### src/hdl/msrq_pkg.sv
// Shared types and constants for the message slot ring queue.
// Operation codes, register indexes, result word and the byte mask helper.
// No dependencies.
package msrq_pkg;

  localparam int MSG_W = 64;
  localparam logic [3:0] SLOT_MAX_BYTES = 4'd8;

  typedef enum logic [1:0] {
    OP_PUT       = 2'd0,
    OP_PUT_RENEW = 2'd1,
    OP_GET       = 2'd2,
    OP_CLEAR     = 2'd3
  } op_t;

  typedef enum logic [1:0] {
    CFG_SLOT_COUNT = 2'd0,
    CFG_SLOT_BYTES = 2'd1
  } cfg_reg_t;

  typedef enum logic [1:0] {
    ST_CLEAR,
    ST_IDLE,
    ST_EXEC
  } state_t;

  typedef struct packed {
    logic             ok;
    logic [MSG_W-1:0] msg;
    logic [3:0]       used;
    logic [3:0]       free_cnt;
  } res_t;

  function automatic logic [MSG_W-1:0] byte_mask(input logic [3:0] n);
    logic [MSG_W-1:0] m;
    m = '0;
    for (int b = 0; b < 8; b++) begin
      m[b*8 +: 8] = (4'(b) < n) ? 8'hFF : 8'h00;
    end
    return m;
  endfunction

endpackage

### src/hdl/message_slot_ring_queue_core.sv
// Message slot ring queue, top level: slot store, controller, result register.
// Depends on msrq_pkg, msrq_slot_ram and msrq_ctrl.

// Each accepted word goes through a read step and a write step: first the
// addressed slot is read from the single-port-read slot store, then the bytes
// are merged or extracted, the slot is written back and the result register is
// loaded. in_stall stays high until the write step is done, so no new word is
// taken before the last one is through. The write step waits while the result
// register is still full and stalled. After reset the slot store is zeroed one
// entry per cycle, with in_stall held high until the sweep is done; config writes are taken throughout.
module message_slot_ring_queue_core
  import msrq_pkg::*;
#(
  parameter int SLOT_DEPTH = 16
) (
  input  logic             clk,
  input  logic             rst_n,
  input  logic             cfg_we,
  input  logic [1:0]       cfg_index,
  input  logic [4:0]       cfg_wdata,
  input  logic             in_valid,
  output logic             in_stall,
  input  logic [1:0]       in_op,
  input  logic [3:0]       in_num_bytes,
  input  logic [MSG_W-1:0] in_msg_in,
  output logic             out_valid,
  input  logic             out_stall,
  output logic             out_ok,
  output logic [MSG_W-1:0] out_msg_out,
  output logic [3:0]       out_used_count,
  output logic [3:0]       out_free_count
);

  localparam int IW = (SLOT_DEPTH > 1) ? $clog2(SLOT_DEPTH) : 1;

  logic             ram_we, ram_re, res_load, out_free;
  logic [IW-1:0]    ram_waddr, ram_raddr;
  logic [MSG_W-1:0] ram_wdata, ram_rdata;
  res_t             res;
  logic             out_valid_r;
  res_t             out_r;

  msrq_slot_ram #(
    .DEPTH (SLOT_DEPTH),
    .AW    (IW)
  ) u_ram (
    .clk   (clk),
    .we    (ram_we),
    .waddr (ram_waddr),
    .wdata (ram_wdata),
    .re    (ram_re),
    .raddr (ram_raddr),
    .rdata (ram_rdata)
  );

  msrq_ctrl #(
    .SLOT_DEPTH (SLOT_DEPTH),
    .IW         (IW)
  ) u_ctrl (
    .clk          (clk),
    .rst_n        (rst_n),
    .cfg_we       (cfg_we),
    .cfg_index    (cfg_index),
    .cfg_wdata    (cfg_wdata),
    .in_valid     (in_valid),
    .in_op        (in_op),
    .in_num_bytes (in_num_bytes),
    .in_msg_in    (in_msg_in),
    .in_stall     (in_stall),
    .out_free     (out_free),
    .res_load     (res_load),
    .res          (res),
    .ram_we       (ram_we),
    .ram_waddr    (ram_waddr),
    .ram_wdata    (ram_wdata),
    .ram_re       (ram_re),
    .ram_raddr    (ram_raddr),
    .ram_rdata    (ram_rdata)
  );

  assign out_free = !out_valid_r || !out_stall;

  always_ff @(posedge clk) begin
    if (!rst_n) begin
      out_valid_r <= 1'b0;
    end else if (res_load) begin
      out_valid_r <= 1'b1;
    end else if (!out_stall) begin
      out_valid_r <= 1'b0;
    end
  end

  always_ff @(posedge clk) begin
    if (res_load) begin
      out_r <= res;
    end
  end

  assign out_valid      = out_valid_r;
  assign out_ok         = out_r.ok;
  assign out_msg_out    = out_r.msg;
  assign out_used_count = out_r.used;
  assign out_free_count = out_r.free_cnt;

endmodule

### src/hdl/msrq_slot_ram.sv
// Slot store: single write port, single read port, registered read data.
// Uses msrq_pkg for the word width.
module msrq_slot_ram
  import msrq_pkg::*;
#(
  parameter int DEPTH = 16,
  parameter int AW    = 4
) (
  input  logic             clk,
  input  logic             we,
  input  logic [AW-1:0]    waddr,
  input  logic [MSG_W-1:0] wdata,
  input  logic             re,
  input  logic [AW-1:0]    raddr,
  output logic [MSG_W-1:0] rdata
);

  logic [MSG_W-1:0] mem [DEPTH];
  logic [MSG_W-1:0] rdata_r;

  always_ff @(posedge clk) begin
    if (we) begin
      mem[waddr] <= wdata;
    end
  end

  always_ff @(posedge clk) begin
    if (re) begin
      rdata_r <= mem[raddr];
    end
  end

  assign rdata = rdata_r;

endmodule

### src/hdl/msrq_ctrl.sv
// Queue controller: config registers, ring indices, clearing sweep and the
// read-merge-write sequence on the slot store. Uses msrq_pkg.
module msrq_ctrl
  import msrq_pkg::*;
#(
  parameter int SLOT_DEPTH = 16,
  parameter int IW         = 4
) (
  input  logic             clk,
  input  logic             rst_n,
  input  logic             cfg_we,
  input  logic [1:0]       cfg_index,
  input  logic [4:0]       cfg_wdata,
  input  logic             in_valid,
  input  logic [1:0]       in_op,
  input  logic [3:0]       in_num_bytes,
  input  logic [MSG_W-1:0] in_msg_in,
  output logic             in_stall,
  input  logic             out_free,
  output logic             res_load,
  output res_t             res,
  output logic             ram_we,
  output logic [IW-1:0]    ram_waddr,
  output logic [MSG_W-1:0] ram_wdata,
  output logic             ram_re,
  output logic [IW-1:0]    ram_raddr,
  input  logic [MSG_W-1:0] ram_rdata
);

  localparam int CW = ((IW > 5) ? IW : 5) + 1;

  state_t           state_r, state_nxt;
  logic [IW-1:0]    clr_addr_r;
  logic [IW-1:0]    rd_idx_r, wr_idx_r;
  logic [4:0]       slot_count_r;
  logic [3:0]       slot_bytes_r;
  op_t              op_r;
  logic [3:0]       num_r;
  logic [MSG_W-1:0] msg_r;

  logic [4:0]       eff_cnt;
  logic [3:0]       eff_bytes;
  logic [CW-1:0]    cnt_w, rd_w, wr_w, rd_nx, wr_nx, rd_new, wr_new;
  logic [CW-1:0]    used_pre, free_pre, used_post, free_post;
  logic [MSG_W-1:0] mask, merged, rd_msg;
  logic             len_ok, ok, wr_slot, accept, clr_last;

  function automatic logic [CW-1:0] used_of(input logic [CW-1:0] r, input logic [CW-1:0] w,
                                            input logic [CW-1:0] c);
    if (w >= r) begin
      return w - r;
    end
    return c - r + w;
  endfunction

  function automatic logic [CW-1:0] next_of(input logic [CW-1:0] i, input logic [CW-1:0] c);
    logic [CW-1:0] n;
    n = i + CW'(1);
    return (n >= c) ? '0 : n;
  endfunction

  // effective register values
  always_comb begin
    if (slot_count_r < 5'd2) begin
      eff_cnt = 5'd2;
    end else if (32'(slot_count_r) > SLOT_DEPTH) begin
      eff_cnt = 5'(SLOT_DEPTH);
    end else begin
      eff_cnt = slot_count_r;
    end
    if (slot_bytes_r == 4'd0) begin
      eff_bytes = 4'd1;
    end else if (slot_bytes_r > SLOT_MAX_BYTES) begin
      eff_bytes = SLOT_MAX_BYTES;
    end else begin
      eff_bytes = slot_bytes_r;
    end
  end

  // operation datapath, evaluated while the slot read data is present
  always_comb begin
    cnt_w    = CW'(eff_cnt);
    rd_w     = CW'(rd_idx_r);
    wr_w     = CW'(wr_idx_r);
    rd_nx    = next_of(rd_w, cnt_w);
    wr_nx    = next_of(wr_w, cnt_w);
    used_pre = used_of(rd_w, wr_w, cnt_w);
    free_pre = cnt_w - used_pre - CW'(1);
    len_ok   = (num_r <= eff_bytes);
    mask     = byte_mask(num_r);
    merged   = (ram_rdata & ~mask) | (msg_r & mask);
    ok       = 1'b0;
    rd_msg   = '0;
    rd_new   = rd_w;
    wr_new   = wr_w;
    wr_slot  = 1'b0;
    unique case (op_r)
      OP_CLEAR: begin
        rd_new = wr_w;
        ok     = 1'b1;
      end
      OP_GET: begin
        if (len_ok && (used_pre != '0)) begin
          ok     = 1'b1;
          rd_msg = ram_rdata & mask;
          rd_new = rd_nx;
        end
      end
      OP_PUT, OP_PUT_RENEW: begin
        if (len_ok && ((free_pre != '0) || (op_r == OP_PUT_RENEW))) begin
          ok      = 1'b1;
          wr_slot = 1'b1;
          wr_new  = wr_nx;
          if (free_pre == '0) begin
            rd_new = rd_nx;
          end
        end
      end
      default: begin
        ok = 1'b0;
      end
    endcase
    used_post = used_of(rd_new, wr_new, cnt_w);
    free_post = cnt_w - used_post - CW'(1);
  end

  assign clr_last = (clr_addr_r == IW'(SLOT_DEPTH - 1));
  assign accept   = in_valid && !in_stall;

  always_comb begin
    state_nxt = state_r;
    unique case (state_r)
      ST_CLEAR: begin
        if (clr_last) begin
          state_nxt = ST_IDLE;
        end
      end
      ST_IDLE: begin
        if (in_valid) begin
          state_nxt = ST_EXEC;
        end
      end
      ST_EXEC: begin
        if (out_free) begin
          state_nxt = ST_IDLE;
        end
      end
      default: begin
        state_nxt = ST_CLEAR;
      end
    endcase
  end

  always_comb begin
    in_stall  = 1'b1;
    ram_re    = 1'b0;
    ram_raddr = (op_t'(in_op) == OP_GET) ? rd_idx_r : wr_idx_r;
    ram_we    = 1'b0;
    ram_waddr = wr_idx_r;
    ram_wdata = merged;
    res_load  = 1'b0;
    unique case (state_r)
      ST_CLEAR: begin
        ram_we    = 1'b1;
        ram_waddr = clr_addr_r;
        ram_wdata = '0;
      end
      ST_IDLE: begin
        in_stall = 1'b0;
        ram_re   = in_valid;
      end
      ST_EXEC: begin
        res_load = out_free;
        ram_we   = out_free && wr_slot;
      end
      default: begin
        in_stall = 1'b1;
      end
    endcase
  end

  assign res.ok       = ok;
  assign res.msg      = rd_msg;
  assign res.used     = used_post[3:0];
  assign res.free_cnt = free_post[3:0];

  always_ff @(posedge clk) begin
    if (!rst_n) begin
      state_r      <= ST_CLEAR;
      clr_addr_r   <= '0;
      rd_idx_r     <= '0;
      wr_idx_r     <= '0;
      slot_count_r <= 5'd16;
      slot_bytes_r <= 4'd8;
      op_r         <= OP_PUT;
    end else begin
      state_r <= state_nxt;
      if (state_r == ST_CLEAR) begin
        clr_addr_r <= clr_addr_r + IW'(1);
      end
      if (accept) begin
        op_r <= op_t'(in_op);
      end
      if (cfg_we && (cfg_reg_t'(cfg_index) == CFG_SLOT_COUNT)) begin
        slot_count_r <= cfg_wdata;
        rd_idx_r     <= '0;
        wr_idx_r     <= '0;
      end else if (res_load) begin
        rd_idx_r <= IW'(rd_new);
        wr_idx_r <= IW'(wr_new);
      end
      if (cfg_we && (cfg_reg_t'(cfg_index) == CFG_SLOT_BYTES)) begin
        slot_bytes_r <= cfg_wdata[3:0];
      end
    end
  end

  always_ff @(posedge clk) begin
    if (accept) begin
      num_r <= in_num_bytes;
      msg_r <= in_msg_in;
    end
  end

`ifndef SYNTHESIS
  a_idx_in_ring: assert property (@(posedge clk) disable iff (!rst_n)
    (CW'(rd_idx_r) < cnt_w) && (CW'(wr_idx_r) < cnt_w))
    else $error("ring index outside active slots");

  a_fail_keeps_idx: assert property (@(posedge clk) disable iff (!rst_n)
    (res_load && !res.ok) |=> ($stable(rd_idx_r) && $stable(wr_idx_r)))
    else $error("rejected word moved an index");

  a_count_sum: assert property (@(posedge clk) disable iff (!rst_n)
    res_load |-> ((used_post + free_post) == (cnt_w - CW'(1))))
    else $error("used and free counts disagree with ring size");

  a_no_store_write_idle: assert property (@(posedge clk) disable iff (!rst_n)
    (state_r == ST_IDLE) |-> !ram_we)
    else $error("slot store written while idle");
`endif

endmodule
### config.mk
export PLATFORM = sky130hd
export DESIGN_NAME = message_slot_ring_queue_core
export DESIGN_NICKNAME = d
export VERILOG_FILES = /design/src/hdl/msrq_pkg.sv /design/src/hdl/message_slot_ring_queue_core.sv /design/src/hdl/msrq_slot_ram.sv /design/src/hdl/msrq_ctrl.sv
export SDC_FILE = /design/constraint.sdc
export NUM_CORES = 2
export LEC_CHECK = 0
export BUFFER_PORTS_ARGS = -buffer_cell sky130_fd_sc_hd__buf_2
export CORE_ASPECT_RATIO = 1.2
export CORE_MARGIN = 2
export CORE_UTILIZATION = 55
export CTS_BUF_LIST = sky130_fd_sc_hd__clkbuf_4 sky130_fd_sc_hd__clkbuf_8
export CTS_CLUSTER_DIAMETER = 150
export DETAILED_ROUTE_END_ITERATION = 6
export PLACE_DENSITY = 0.78
export SETUP_SLACK_MARGIN = 0.1
export SYNTH_ARGS = -nofsm -noshare
export SYNTH_HDL_FRONTEND = slang
export SYNTH_SLANG_ARGS = --single-unit
export TNS_END_PERCENT = 100
### constraint.sdc
create_clock -name clk -period 12.45 [get_ports clk]
set_input_delay 0 -clock clk [delete_from_list [all_inputs] [get_ports clk]]
set_output_delay 0 -clock clk [all_outputs]
set_load 0.01 [all_outputs]
==> flow_summary.rst <==
.. list-table::
   :header-rows: 1

   * - Metric
     - Value
   * - Area occupied by registers
     - roughly 37000 µm²
   * - Via count of the first global-routing pass
     - about 28000
   * - Largest net degree at the start of global routing
     - 137
   * - Cells taking the most area after synthesis
     - sky130_fd_sc_hd__edfxtp_1 74%, sky130_fd_sc_hd__mux4_2 12%, sky130_fd_sc_hd__nand2_1 1.9%
   * - Detail-routed net length per standard cell
     - 27.11 µm
   * - Setup Skew
     - between 40 and 50 ps
   * - Initial antenna violation count
     - 4
   * - Via count
     - 27130
   * - Warnings, synthesis
     - 0
   * - Max-Cap Viols
     - 0
   * - Unique cell type count in the Yosys netlist
     - 70
   * - Multi-input gate area in the final layout
     - between 10000 and 15000 µm²
   * - Cell with the largest stage delay on the worst path
     - sky130_fd_sc_hd__o311ai_0
   * - TritonCTS Sinks
     - around 1300
   * - Tightest Hold Check Type
     - input port to flip-flop
   * - Number of levels the H-tree was split into
     - 4
   * - Effective utilization at floorplan
     - 0.5559
   * - DRC violations left
     - 0
   * - P per Cell Area
     - between 100 and 150 nW/µm²
   * - Overall power of the completed layout
     - 8.306 mW
   * - GRT Util Overall
     - 0.2562
   * - Adder and majority gate portion of the synthesized area
     - 0.01524
   * - Final setup viols
     - 0
   * - Minimum clock period
     - 7521 ps
   * - Critical path fanouts, max
     - 6
   * - Cell type with the largest total area after synthesis
     - sky130_fd_sc_hd__edfxtp_1
   * - Class of the most critical setup path
     - flip-flop to flip-flop
   * - Ratio of cells with drive above 1 in the final layout
     - 0.2495
   * - Routability congestion estimate
     - between 0.8 and 0.9
   * - Post-Synthesis Mean Instance Area
     - ~19 µm²
   * - Synthesized instance count
     - between 2000 and 3000
   * - Required time of the critical path
     - about 13000 ps
   * - Register bit total from synthesis
     - 1255
   * - DP Cell Count
     - between 3000 and 4000
   * - Core box area
     - 89490 µm²
   * - CP max stage delay
     - between 700 and 800 ps
   * - Total die area
     - just over 90000 µm²
   * - Largest family of logic cells by synthesized area
     - multiplexers
   * - Slew @ Worst Pin
     - 1280 ps
   * - Port Buffer Count
     - around 160
   * - F_max
     - around 0.13 GHz
   * - Number of nets at the end of the flow
     - ~3200
   * - Fraction of synthesized cell area in xor and xnor cells
     - 0.003723
   * - TritonCTS clock tree
     - built
   * - Total length of routed wires
     - roughly 120 mm
   * - Post-synth EDFFs
     - 1229
   * - Buffer type at the clock tree root
     - sky130_fd_sc_hd__clkbuf_8
   * - Boundary pin count
     - 157
   * - Post-cts repair resize count
     - 0
   * - Endpoint of the lowest-slack register-to-register path
     - out_free_count[3]
   * - Final worst path period share
     - 0.6041
   * - Setup repair after global routing missed its margin
     - false
   * - Hold Fails Final Rpt
     - 0
   * - Final-layout setup total negative slack
     - 0 ps
   * - Hold path depth
     - 3
   * - Iteration-0 DRC count of the detailed router
     - about 3300
   * - Synth-to-Final Area Change
     - 15.51%
   * - Net count of the mapped netlist
     - between 2000 and 3000
   * - Post-synth top flop
     - sky130_fd_sc_hd__edfxtp_1
   * - Share of flip-flops with an asynchronous set or reset after synthesis
     - 0
   * - First-pass GRT wire length
     - roughly 180 mm
   * - Number of detailed-routing iterations run before antenna repair
     - 6
   * - Clock buffers created by TritonCTS
     - 180
   * - Number of buffers inserted by hold repair at cts
     - 167
   * - R2R Setup Slk
     - just under 5000 ps
   * - Startpoint type of the worst setup path
     - flip-flop
   * - Number of cell instances on the worst register-to-register path
     - 25
   * - Overall die width
     - around 280 µm
   * - Buffers from clock root to sink, at most
     - 3
   * - Summed instance area of the synthesized netlist
     - around 50000 µm²
   * - Pleak
     - 19.04 nW
   * - Capturing element of the worst setup path
     - out_free_count[3]
   * - Max-slew headroom
     - 0.1468
   * - Proportion of synthesized area in mux cells
     - 0.1239
   * - Outcome
     - finished clean
   * - Capturing element type of the critical path
     - flip-flop
   * - Post-CTS clock slew at the launch and capture registers of the worst setup and hold paths
     - 70 ps
   * - # rows
     - 120
   * - Max VDD drop
     - between 90 and 100 µV
   * - Post-CTS Setup Bufs
     - 0
   * - Drt via density
     - ~6.2
   * - Compound-gate portion of the synthesized area
     - 0.04090
   * - Number of slew-limit violations in the final report
     - 0
   * - Most Frequent Cell on Critical Path
     - sky130_fd_sc_hd__ha_1
   * - Sum of overflow across all layers after global routing
     - 0
   * - Final instance count without filler cells
     - around 4300
   * - HPWL after detailed placement
     - approximately 60 mm
   * - Area share of the leading cell type in the synthesized netlist
     - 0.7419
   * - Final core area utilization
     - 0.6421
   * - Number of filler instances in the final layout
     - roughly 5800
   * - Sequential fraction of the synthesis area
     - 0.7524
   * - Crit path launch
     - u_ctrl.slot_count_r[2]
   * - Latest clock arrival within the worst-skew pair
     - around 850 ps
   * - Launching point of the worst reg2reg path
     - u_ctrl.slot_count_r[2]
   * - Post-synthesis simple-gate area fraction
     - 0.04928
   * - Crit path DAT
     - 8100 ps
   * - Antenna violation net count after detailed routing
     - 0
   * - Vert. Die Dim
     - about 330 µm
[worst max-delay path: cells and delay by family, from the launching register on]
family                     cells  cell delay [ps]
xor gates and xnor gates       3              490
DFF                            1              360
muxes                          3              770
and+or+nand+nor                4              850
adders and majority gates      5             1780
buffers and inverters          2              410
AOI/OAI and AO/OA              8             2580
[routing by layer]
metal  GRT usage  share of wire  vias to the layer above
met3     0.04623          0.089                      248
li1            -              -                    11390
met4     0.09529          0.031                        0
met1      0.3434           0.38                    13920
met5           0              0                        -
met2      0.4248           0.50                     1565
[per-stage QoR]
stage	hold WS [ps]	setup WS [ps]	cell area [µm²]
after floorplan	98.87	5410	49740
after global placement	175.9	4856	52030
after detailed placement	178.3	4779	52030
after CTS	29.46	4760	57450
after global routing	65.78	4413	57450
final	102.3	4929	57460
[sequential cells by signal, summed over array words and instances (netlist names), 5 cells and up]
name / count
out_msg_out: 64
u_ram.rdata: 64
u_ctrl.slot_count_r: 5
u_ctrl.msg_r: 64
u_ram.mem: 1024
[power by group]
group	switching (mW)	total (mW)	internal, mW
Clock	1.54	3.37	1.83
Sequential	0.0214	4.69	4.67
Combinational	0.128	0.238	0.110
Total	1.69	8.31	6.62
[cell usage after synthesis, types with 7 or more instances]
master                     count
sky130_fd_sc_hd__a31oi_1      69
sky130_fd_sc_hd__ha_1         43
sky130_fd_sc_hd__buf_2        37
sky130_fd_sc_hd__o21ai_0      28
sky130_fd_sc_hd__mux2i_1      31
sky130_fd_sc_hd__edfxtp_1   1229
sky130_fd_sc_hd__clkbuf_1     80
sky130_fd_sc_hd__xnor2_1      11
sky130_fd_sc_hd__nor2b_1      15
sky130_fd_sc_hd__a21o_1       11
sky130_fd_sc_hd__fa_1         11
sky130_fd_sc_hd__nor2_1       66
sky130_fd_sc_hd__nand2_1     247
sky130_fd_sc_hd__buf_1        20
sky130_fd_sc_hd__and2_1       78
sky130_fd_sc_hd__mux4_2      256
sky130_fd_sc_hd__nand2b_1     11
sky130_fd_sc_hd__xor2_1        7
sky130_fd_sc_hd__and3_1       62
sky130_fd_sc_hd__inv_1        40
sky130_fd_sc_hd__a211oi_1     70
sky130_fd_sc_hd__nor3_1       10
sky130_fd_sc_hd__dfxtp_1      26
sky130_fd_sc_hd__a21oi_1      75
[worst min path at each step]
stage / to / slack [ps] / startpoint
after global placement: u_ctrl.msg_r[23] / 180 / in_msg_in[23]
after global routing: out_valid / 70 / out_stall
final: u_ctrl.clr_addr_r[0] / 100 / rst_n
after CTS: out_valid / 30 / out_stall
after floorplan: u_ctrl.msg_r[0] / 100 / in_msg_in[0]
after detailed placement: u_ctrl.msg_r[13] / 180 / in_msg_in[13]
[final cells by class]
| type | count | area share |
|---|---|---|
| antenna | 4 | 0.0001742 |
| timing repair buffer | 375 | 0.05013 |
| sequential | 1255 | 0.6514 |
| inverter | 41 | 0.002809 |
| clock buffer | 228 | 0.05015 |
| multi-input combinational | 1185 | 0.2051 |
| clock inverter | 102 | 0.01505 |
| tap | 1159 | 0.02524 |
[logic make-up (layout without fill, tap and decap cells)]
group / count (synthesis) / in the layout
xor gates and xnor gates: 19 / 19
AOI/OAI and AO/OA: 301 / 301
DFF: 1255 / 1255
adders and majority gates: 54 / 54
and+or+nand+nor: 517 / 517
other: 0 / 4
buffers and inverters: 179 / 746
muxes: 294 / 294
[cell usage in the layout (no fill, tap or decap), types with 15 or more instances in the layout]
cell,count
sky130_fd_sc_hd__dlygate4sd3_1,167
sky130_fd_sc_hd__nor2b_1,15
sky130_fd_sc_hd__ha_1,43
sky130_fd_sc_hd__clkinv_1,49
sky130_fd_sc_hd__buf_2,156
sky130_fd_sc_hd__nor2_4,17
sky130_fd_sc_hd__clkbuf_4,41
sky130_fd_sc_hd__inv_1,38
sky130_fd_sc_hd__and2_1,78
sky130_fd_sc_hd__nor2_1,49
sky130_fd_sc_hd__nand2_1,247
sky130_fd_sc_hd__o21ai_0,27
sky130_fd_sc_hd__clkbuf_8,187
sky130_fd_sc_hd__bufinv_16,15
sky130_fd_sc_hd__mux2i_1,31
sky130_fd_sc_hd__a21oi_1,73
sky130_fd_sc_hd__and3_1,62
sky130_fd_sc_hd__a31oi_1,69
sky130_fd_sc_hd__dfxtp_1,26
sky130_fd_sc_hd__edfxtp_1,1229
sky130_fd_sc_hd__a211oi_1,70
sky130_fd_sc_hd__clkinv_2,25
sky130_fd_sc_hd__mux4_2,256
sky130_fd_sc_hd__buf_4,49
Power figures use the tool's default switching activity.
